[src/time_ordered_event_queue_assert.svh]
// ----------------------------------------------------------------------------
// time ordered event queue assertion macros
// shared property wrappers for the queue checks
// ----------------------------------------------------------------------------
`ifndef TIME_ORDERED_EVENT_QUEUE_ASSERT_SVH
`define TIME_ORDERED_EVENT_QUEUE_ASSERT_SVH

// same-cycle implication, disabled while in reset
`define TOEQ_ASSERT_IMP(label, clk, rst_n, ante, cons) \
    label: assert property (@(posedge clk) disable iff (!rst_n) (ante) |-> (cons)) \
        else $error("event queue check failed");

// next-cycle implication, disabled while in reset
`define TOEQ_ASSERT_NEXT(label, clk, rst_n, ante, cons) \
    label: assert property (@(posedge clk) disable iff (!rst_n) (ante) |=> (cons)) \
        else $error("event queue check failed");

`endif

[src/toeq_pkg.sv]
// ----------------------------------------------------------------------------
// toeq_pkg
// opcodes, status codes and cell command type for the event queue
// ----------------------------------------------------------------------------
package toeq_pkg;

    typedef enum logic [2:0] {
        OP_INSERT    = 3'd0,
        OP_POP_FIRST = 3'd1,
        OP_POP_LAST  = 3'd2,
        OP_REMOVE_AT = 3'd3,
        OP_READ_AT   = 3'd4,
        OP_SEARCH    = 3'd5
    } op_t;

    typedef enum logic [1:0] {
        ST_OK    = 2'd0,
        ST_EMPTY = 2'd1,
        ST_FULL  = 2'd2
    } status_t;

    // command broadcast to every cell of the row
    typedef struct packed {
        logic ins;
        logic del;
    } cell_cmd_t;

endpackage

[src/toeq_cell.sv]
// ----------------------------------------------------------------------------
// toeq_cell
// one slot of the sorted row: holds a time and a handle, shifts right on
// insert and left on removal
// ----------------------------------------------------------------------------
module toeq_cell #(
    parameter int TIME_BITS   = 32,
    parameter int HANDLE_BITS = 16,
    parameter int IDX_BITS    = 4,
    parameter int INDEX       = 0
) (
    input  logic                   clk,
    input  toeq_pkg::cell_cmd_t    cmd,
    input  logic                   occupied,
    input  logic [IDX_BITS-1:0]    del_idx,
    input  logic [TIME_BITS-1:0]   new_time,
    input  logic [HANDLE_BITS-1:0] new_handle,
    input  logic                   left_keep,
    input  logic [TIME_BITS-1:0]   left_time,
    input  logic [HANDLE_BITS-1:0] left_handle,
    input  logic [TIME_BITS-1:0]   right_time,
    input  logic [HANDLE_BITS-1:0] right_handle,
    output logic [TIME_BITS-1:0]   slot_time,
    output logic [HANDLE_BITS-1:0] slot_handle,
    output logic                   keep,
    output logic                   match
);
    import toeq_pkg::*;

    logic [TIME_BITS-1:0]   time_reg;
    logic [TIME_BITS-1:0]   time_next;
    logic [HANDLE_BITS-1:0] handle_reg;
    logic [HANDLE_BITS-1:0] handle_next;
    logic                   at_or_after_del;

    // an occupied slot whose time is not later than the new one stays put
    assign keep            = occupied && !(time_reg > new_time);
    assign match           = occupied && (handle_reg == new_handle);
    assign at_or_after_del = IDX_BITS'(INDEX) >= del_idx;

    always_comb
    begin
        time_next   = time_reg;
        handle_next = handle_reg;
        if (cmd.ins && !keep)
        begin
            // first slot past the kept run takes the new event
            if (left_keep)
            begin
                time_next   = new_time;
                handle_next = new_handle;
            end
            else
            begin
                time_next   = left_time;
                handle_next = left_handle;
            end
        end
        else if (cmd.del && at_or_after_del)
        begin
            time_next   = right_time;
            handle_next = right_handle;
        end
    end

    always_ff @(posedge clk)
    begin
        time_reg   <= time_next;
        handle_reg <= handle_next;
    end

    assign slot_time   = time_reg;
    assign slot_handle = handle_reg;

endmodule

[src/time_ordered_event_queue.sv]
// ----------------------------------------------------------------------------
// time_ordered_event_queue
// bounded event queue kept in ascending time order in a row of shift cells
// ----------------------------------------------------------------------------
//  channel   handshake            payload
//  request   in_valid / in_stall  opcode, event_time, event_handle, position
//  result    out_valid/out_stall  result_time, result_handle, found, status,
//                                 entry_total
//
//  one request per cycle while in_stall is low; every cell compares against
//  the new key in parallel and shifts in the same cycle
//  the result sits in an output register from the cycle after the transfer
//  requests are stalled only while a result waits and the output is stalled
//  reset clears the entry count and output valid; slot contents need none
// ----------------------------------------------------------------------------
`include "time_ordered_event_queue_assert.svh"

module time_ordered_event_queue #(
    parameter int CAPACITY    = 16,
    parameter int TIME_BITS   = 32,
    parameter int HANDLE_BITS = 16,
    localparam int IDX_BITS   = $clog2(CAPACITY),
    localparam int CNT_BITS   = $clog2(CAPACITY + 1)
) (
    input  logic                   clk,
    input  logic                   rst_n,
    input  logic                   in_valid,
    output logic                   in_stall,
    input  logic [2:0]             opcode,
    input  logic [TIME_BITS-1:0]   event_time,
    input  logic [HANDLE_BITS-1:0] event_handle,
    input  logic [IDX_BITS-1:0]    position,
    output logic                   out_valid,
    input  logic                   out_stall,
    output logic [TIME_BITS-1:0]   result_time,
    output logic [HANDLE_BITS-1:0] result_handle,
    output logic                   found,
    output logic [1:0]             status,
    output logic [CNT_BITS-1:0]    entry_total
);
    import toeq_pkg::*;

    logic [TIME_BITS-1:0]   cell_time   [CAPACITY];
    logic [HANDLE_BITS-1:0] cell_handle [CAPACITY];
    logic [CAPACITY-1:0]    cell_keep;
    logic [CAPACITY-1:0]    cell_match;
    logic [CAPACITY-1:0]    cell_occ;

    logic                   accept;
    logic                   full;
    logic                   empty;
    logic                   pos_out;
    cell_cmd_t              cmd;
    cell_cmd_t              cmd_gated;
    logic [IDX_BITS-1:0]    sel_idx;
    logic                   take_entry;
    status_t                st;
    logic [CNT_BITS-1:0]    cnt_after;

    logic [CNT_BITS-1:0]    count_reg;
    logic [CNT_BITS-1:0]    count_next;
    logic                   out_valid_reg;
    logic                   out_valid_next;
    logic [TIME_BITS-1:0]   rtime_reg;
    logic [HANDLE_BITS-1:0] rhandle_reg;
    logic                   found_reg;
    status_t                status_reg;

    assign in_stall = out_valid_reg && out_stall;
    assign accept   = in_valid && !in_stall;
    assign full     = count_reg == CNT_BITS'(CAPACITY);
    assign empty    = count_reg == '0;
    assign pos_out  = CNT_BITS'(position) >= count_reg;

    // request decode
    always_comb
    begin
        cmd        = '0;
        sel_idx    = position;
        take_entry = 1'b0;
        st         = ST_OK;
        cnt_after  = count_reg;
        unique case (opcode)
            OP_INSERT:
            begin
                if (full)
                    st = ST_FULL;
                else
                begin
                    cmd.ins   = 1'b1;
                    cnt_after = count_reg + 1'b1;
                end
            end
            OP_POP_FIRST:
            begin
                sel_idx = '0;
                if (empty)
                    st = ST_EMPTY;
                else
                begin
                    cmd.del    = 1'b1;
                    take_entry = 1'b1;
                    cnt_after  = count_reg - 1'b1;
                end
            end
            OP_POP_LAST:
            begin
                sel_idx = IDX_BITS'(count_reg - 1'b1);
                if (empty)
                    st = ST_EMPTY;
                else
                begin
                    cmd.del    = 1'b1;
                    take_entry = 1'b1;
                    cnt_after  = count_reg - 1'b1;
                end
            end
            OP_REMOVE_AT:
            begin
                if (pos_out)
                    st = ST_EMPTY;
                else
                begin
                    cmd.del    = 1'b1;
                    take_entry = 1'b1;
                    cnt_after  = count_reg - 1'b1;
                end
            end
            OP_READ_AT:
            begin
                if (pos_out)
                    st = ST_EMPTY;
                else
                    take_entry = 1'b1;
            end
            OP_SEARCH:
            begin
                st = ST_OK;
            end
            default:
            begin
                st = ST_OK;
            end
        endcase
    end

    assign cmd_gated = accept ? cmd : '0;

    genvar i;
    generate
        for (i = 0; i < CAPACITY; i++)
        begin : g_cell
            localparam int L = (i == 0) ? 0 : i - 1;
            localparam int R = (i == CAPACITY - 1) ? i : i + 1;

            assign cell_occ[i] = CNT_BITS'(i) < count_reg;

            toeq_cell #(
                .TIME_BITS   (TIME_BITS),
                .HANDLE_BITS (HANDLE_BITS),
                .IDX_BITS    (IDX_BITS),
                .INDEX       (i)
            ) u_cell (
                .clk          (clk),
                .cmd          (cmd_gated),
                .occupied     (cell_occ[i]),
                .del_idx      (sel_idx),
                .new_time     (event_time),
                .new_handle   (event_handle),
                .left_keep    ((i == 0) ? 1'b1 : cell_keep[L]),
                .left_time    (cell_time[L]),
                .left_handle  (cell_handle[L]),
                .right_time   (cell_time[R]),
                .right_handle (cell_handle[R]),
                .slot_time    (cell_time[i]),
                .slot_handle  (cell_handle[i]),
                .keep         (cell_keep[i]),
                .match        (cell_match[i])
            );
        end
    endgenerate

    assign count_next     = accept ? cnt_after : count_reg;
    assign out_valid_next = accept || (out_valid_reg && out_stall);

    always_ff @(posedge clk or negedge rst_n)
    begin
        if (!rst_n)
        begin
            count_reg     <= '0;
            out_valid_reg <= 1'b0;
        end
        else
        begin
            count_reg     <= count_next;
            out_valid_reg <= out_valid_next;
        end
    end

    always_ff @(posedge clk)
    begin
        if (accept)
        begin
            rtime_reg   <= take_entry ? cell_time[sel_idx] : '0;
            rhandle_reg <= take_entry ? cell_handle[sel_idx] : '0;
            found_reg   <= (opcode == OP_SEARCH) && (|cell_match);
            status_reg  <= st;
        end
    end

    assign out_valid     = out_valid_reg;
    assign result_time   = rtime_reg;
    assign result_handle = rhandle_reg;
    assign found         = found_reg;
    assign status        = status_reg;
    assign entry_total   = count_reg;

    `TOEQ_ASSERT_IMP(a_count_bound, clk, rst_n, 1'b1, count_reg <= CNT_BITS'(CAPACITY))
    `TOEQ_ASSERT_NEXT(a_insert_grows, clk, rst_n, accept && (opcode == OP_INSERT) && !full,
        count_reg == $past(count_reg) + 1'b1)
    `TOEQ_ASSERT_IMP(a_full_status, clk, rst_n, out_valid_reg && (status_reg == ST_FULL),
        count_reg == CNT_BITS'(CAPACITY))

    generate
        for (i = 0; i < CAPACITY - 1; i++)
        begin : g_order_chk
            // held entries stay in ascending time order
            `TOEQ_ASSERT_IMP(a_sorted, clk, rst_n, cell_occ[i + 1],
                !(cell_time[i] > cell_time[i + 1]))
        end
    endgenerate

endmodule
[config.mk]
export PLATFORM = sky130hd
export DESIGN_NAME = time_ordered_event_queue
export DESIGN_NICKNAME = d
export VERILOG_FILES = /design/src/toeq_pkg.sv /design/src/toeq_cell.sv /design/src/time_ordered_event_queue.sv
export VERILOG_INCLUDE_DIRS = /design/src /design/src/src
export SDC_FILE = /design/constraint.sdc
export NUM_CORES = 2
export LEC_CHECK = 0
export ABC_CLOCK_PERIOD_IN_PS = 8800
export BUFFER_PORTS_ARGS = -buffer_cell sky130_fd_sc_hd__buf_4
export CORE_MARGIN = 2
export CORE_UTILIZATION = 59
export DETAILED_ROUTE_END_ITERATION = 12
export PLACE_DENSITY = 0.78
export SYNTH_ARGS = -nofsm -noshare
export SYNTH_HDL_FRONTEND = slang
export SYNTH_HIERARCHICAL = 1
export SYNTH_SLANG_ARGS = --single-unit
[constraint.sdc]
create_clock -name clk -period 8.8 [get_ports clk]
set_input_delay 1.32 -clock clk [delete_from_list [all_inputs] [get_ports clk]]
set_output_delay 1.32 -clock clk [all_outputs]
set_load 0.1 [all_outputs]
=== After elaboration in Yosys (flattened, before gate mapping) ===
Index checks and enable logic that the tools add are counted.

* Flip-flop bits (word level): 825
* Input port bits: 59
* Output and inout bits: 58
* Word-level logic and storage cells: 349

* Add/subtract/negate cells: 2
* Order comparisons: 49
* Eq/ne operators: 25
* Multiplexer cells: 112
* Bitwise logic cells: 1
* Reduce and logical (&&, ||, !) cells: 122

{| class="wikitable"
|+ Operators by type and width
! kind !! number
|-
| 2-to-1 mux 32 bit || 47
|-
| 2-to-1 mux 16 bit || 47
|-
| greater-than comparator 32 bit || 16
|-
| == test 16 bit || 16
|-
| binary-select mux 32 bit (select 4 bit) || 1
|-
| logical AND 1 bit || 66
|-
| binary-select mux 16 bit (select 4 bit) || 1
|-
| < comparator 4 x 5 -> 1 bit, first input constant || 8
|-
| logical NOT 1 bit || 33
|-
| nonzero test 2 bit || 15
|-
| greater-or-equal comparator 4 bit, first input constant || 7
|-
| < comparator 3 x 5 -> 1 bit, first input constant || 4
|-
| greater-or-equal comparator 3 x 4 -> 1 bit, first input constant || 4
|-
| OR reduction 16 bit || 1
|-
| 2-to-1 mux 5 bit || 3
|-
| case mux 5 bit (3 select lines) || 1
|-
| < comparator 1 x 5 -> 1 bit, first input constant || 2
|-
| < comparator 2 x 5 -> 1 bit, first input constant || 2
|-
| greater-or-equal comparator 1 x 4 -> 1 bit, first input constant || 2
|-
| greater-or-equal comparator 2 x 4 -> 1 bit, first input constant || 2
|-
| case mux 4 bit (2 select lines) || 1
|-
| == test 3 x 2 -> 1 bit, second input constant || 2
|-
| == test 3 bit, second input constant || 2
|-
| 2-to-1 mux 1 bit || 6
|-
| 17 further kinds || 22
|}

=== Logic depth before layout (Yosys ltp) ===
* Depth in word-level cells: 7
* Mapped depth: 18
* Depth with buffers taken out: 13

=== Cells and area by module ===
The synthesis kept the hierarchy.

{| class="wikitable"
|+ By module, submodules not included
! module !! instances !! cells an instance !! area an instance (um^2) !! sequential area each (um^2)
|-
| toeq_cell at g_cell[12].u_cell ... || 3 || 530 || 4705.8 || 1441.4
|-
| toeq_cell at g_cell[11].u_cell ... || 2 || 530 || 4702.0 || 1441.4
|-
| time_ordered_event_queue || 1 || 584 || 8415.6 || 1681.6
|-
| toeq_cell at g_cell[10].u_cell || 1 || 583 || 4880.9 || 1441.4
|-
| toeq_cell at g_cell[0].u_cell || 1 || 535 || 4789.6 || 1441.4
|-
| toeq_cell at g_cell[4].u_cell || 1 || 530 || 4707.0 || 1441.4
|-
| toeq_cell at g_cell[14].u_cell || 1 || 530 || 4704.5 || 1441.4
|-
| toeq_cell at g_cell[13].u_cell || 1 || 530 || 4703.3 || 1441.4
|-
| toeq_cell at g_cell[1].u_cell || 1 || 529 || 4703.3 || 1441.4
|-
| toeq_cell at g_cell[15].u_cell || 1 || 528 || 4644.5 || 1441.4
|-
| toeq_cell at g_cell[6].u_cell || 1 || 297 || 3622.2 || 1441.4
|-
| toeq_cell at g_cell[8].u_cell || 1 || 297 || 3621.0 || 1441.4
|-
| toeq_cell at g_cell[9].u_cell || 1 || 297 || 3618.5 || 1441.4
|-
| toeq_cell at g_cell[7].u_cell || 1 || 296 || 3614.7 || 1441.4
|}

=== Worst setup path before layout ===
No wires, ideal clock.

* Path kind: input to register
* Start point: input port position[0]
* End point: register g_cell[1].u_cell.handle_reg[0], enable pin
* Library setup time: 0.586 ns
* Arrival time: 8.596 ns
* Data required time: 8.214 ns
* Setup slack: -0.382 ns
* Stages: 10
* Buffers on the path: 0
* Path through: inv_1 ha_1 nand2b_1 a2111oi_2 nor3_1 nand2_1 a21oi_1 nor4_1 inv_1 o41ai_1

{| class="wikitable"
|+ RTL lines
! item !! RTL line !! RTL
|-
| start: declaration || time_ordered_event_queue.sv:32 || <nowiki>input logic [IDX_BITS-1:0] position,</nowiki>
|-
| end signal: assignment || toeq_cell.sv:69 || <nowiki>handle_reg <= handle_next;</nowiki>
|-
| end: declaration || toeq_cell.sv:32 || <nowiki>logic [HANDLE_BITS-1:0] handle_reg;</nowiki>
|}

=== Worst setup path in the final report ===
* Start point: input port event_time[30]
* End point: register g_cell[4].u_cell.handle_reg[10], data pin

* Elaborated cells on any way between the ends: 10
* Those cells by class: 2 x order compare; 2 x mux; 6 x reduce/logical

{| class="wikitable"
|+ RTL lines
! item !! RTL line !! RTL
|-
| start: declaration || time_ordered_event_queue.sv:30 || <nowiki>input logic [TIME_BITS-1:0] event_time,</nowiki>
|-
| greater-than comparator 32 bit || toeq_cell.sv:37 || <nowiki>assign keep = occupied && !(time_reg > new_time);</nowiki>
|-
| logical NOT 1 bit || toeq_cell.sv:37 ||
|-
| logical AND 1 bit || toeq_cell.sv:37 ||
|-
| named net cell_keep[3] || time_ordered_event_queue.sv:45 || <nowiki>logic [CAPACITY-1:0] cell_keep;</nowiki>
|-
| 2-to-1 mux 16 bit || toeq_cell.sv:48 || <nowiki>if (left_keep)</nowiki>
|-
| 2-to-1 mux 16 bit || toeq_cell.sv:45 || <nowiki>if (cmd.ins && !keep)</nowiki>
|-
| named net g_cell[4].u_cell.handle_next[10] || toeq_cell.sv:33 || <nowiki>logic [HANDLE_BITS-1:0] handle_next;</nowiki>
|-
| end signal: assignment || toeq_cell.sv:69 ||
|-
| end: declaration || toeq_cell.sv:32 ||
|}

The timed path passes the listed nets, and every way through them passes these cells.
A chain may end at the register's enable or synchronous reset.

==> reports/metrics.cfg <==
[worst_hold_path]
hp-class = in -> async

[floorplanning]
die_h_um = 371.2
rows = 134
die_w_um = 371.2
dieArea_um2 = 137800
pin_count = 117
start_util_pct = 59.52
core-area_um2 = 133600

[pwr]
finalPower_mw = 16.07
powerDensity_nw_per_um2 = 191.6
peakVddDrop_mv = 0.1975
leakage_nw = 31.82

[grt]
grt_pass1_wl_um = 398000
track_usage_pct = 36.28
overflow = 0
antenna_found_initial = 10
grt_max_degree = 161
grt_pass1_vias = 68543

[sta]
tns_ns = 0
fmax_mhz = 179.5
rsz0062_at_grt = no
fin_crit_sh_pct = 63.31
fin_skew_ns = 0.02825
worstMarginPinSlew_ns = 1.257
fin_hold_ws_ns = 0.4157
finalHoldViolCount = 0
period_needed_ns = 5.572
slew_viol_final = 0
setup_ws_ns = 3.228
setup_viol = 0
slew_headroom_pct = 15.91

[layout]
drive_gt1_share_pct = 15.49
syn_to_final_growth_pct = 5.445
fin_util_pct = 62.76
nets = 8398
n_antenna_cell = 0
largest_reg_flops = 512

[logic_synthesis]
synthCells = 8184
syn-num-nets = 8763
syn_avg_cell_area_um2 = 9.718
yosys_warnings = 6
synth_area_um2 = 79540

[clock_network]
ctsResizeCount = 0
cts_max_level = 3
clock-sinks = 825
clock_latency_ns = 0.75
numCtsBuffers = 102
cts-hold-fix-buffers = 0
clock_path_buffers = 3
post-cts-setup-buffers = 0
cts-root-buf = clkbuf_16
clkSlewWorstSetupHoldPaths_ns = 0.06
cts_tree = yes

[run_status]
status = finished clean

[routing]
totalWireLength_um = 260700
routed_via_density = 7.359
vias = 71180
dr.pass1.iters = 9
wl_per_cell_um = 26.95
drc = 0
ant_nets = 0
dr.first_iter.drc_count = 10529

[flow_run]
maxCapViolCount = 0

[setup_path]
worstSetupEndpointType = flip-flop
cp.arrival_ns = 6.01
crit_path_start = event_time[30]
cp.required_ns = 9.24
r2r_start = entry_total[1]
criticalPathCategory = in -> reg
crit_path_start_kind = input pin
critPathMaxFanout = 50

[placement]
numPortBuffers = 116
dp_slack_ns = 2.645
dp_hpwl_um = 179100
globalplace.congestion = 0.9508

==> worst max-delay path: stages <==
cell	delay, ns
buf_4	0.39
inv_1	0.10
ha_1	0.34
nand4_1	0.28
nor4_1	0.83
and3_2	0.33
buf_4	0.49
o21a_2	0.73
buf_4	0.51
mux2i_1	0.27
nand2_1	0.11
o22ai_1	0.16
a211oi_1	0.06
==> where the power goes <==
part | switching [mW] | leakage (nW) | total [mW] | internal, mW
Sequential | 0.411 | 7.63 | 5.20 | 4.79
Clock | 1.85 | 1.53 | 4.18 | 2.33
Combinational | 4.01 | 22.7 | 6.69 | 2.67
==> final cells by class <==
| type | count | area [µm²] |
|---|---|---|
| Multi-Input combinational cell | 6111 | 49860 |
| Fill cell | 10605 | 49760 |
| Sequential cell | 825 | 24750 |
| Clock buffer | 137 | 2745 |
| Tap cell | 1768 | 2212 |
| Inverter | 539 | 2023 |
| Timing Repair Buffer | 240 | 1852 |
| Clock inverter | 52 | 421.7 |
==> placed cells by master (no fill, tap or decap), types with 124 or more instances in the layout <==
| cell type | count |
|---|---|
| edfxtp_1 | 819 |
| nand2_1 | 725 |
| mux2i_1 | 672 |
| o22ai_1 | 624 |
| nor2_1 | 583 |
| nor4b_1 | 576 |
| inv_1 | 537 |
| ha_1 | 520 |
| a211oi_1 | 348 |
| mux2_2 | 348 |
| buf_4 | 236 |
| a21oi_1 | 210 |
| xnor2_1 | 198 |
| mux4_2 | 192 |
| a211oi_2 | 190 |
| nand4_1 | 165 |
| nor3_1 | 124 |
==> final timing paths <==
path | end | slack [ns] | cells past startpoint
max | g_cell[4].u_cell/slot_handle[10] | 3.23 | 13
min reg2reg | g_cell[6].u_cell/slot_time[25] | 0.64 | 1
min in group clk | g_cell[6].u_cell/slot_time[25] | 0.64 | 1
max reg2reg | g_cell[13].u_cell/slot_handle[8] | 3.58 | 11
min | out_valid | 0.42 | 1
max in group asynchronous | entry_total[4] | 8.20 | 1
==> metal layers <==
layer / GRT usage, % / vias to the layer above / wire length [µm]
li1: - / 30701 / -
met3: 8.679 / 719 / 34880
met5: 0 / - / 125
met2: 55.31 / 5287 / 114800
met1: 49.67 / 34455 / 100600
met4: 14.52 / 18 / 10280
==> stage by stage <==
step	area, µm²	cells
after global routing	83870	9672
final	83870	9672
after global placement	80700	9483
after floorplan	79540	8184
after CTS	83870	9672
after detailed placement	80700	9483
(Power assumes the default switching activity.)
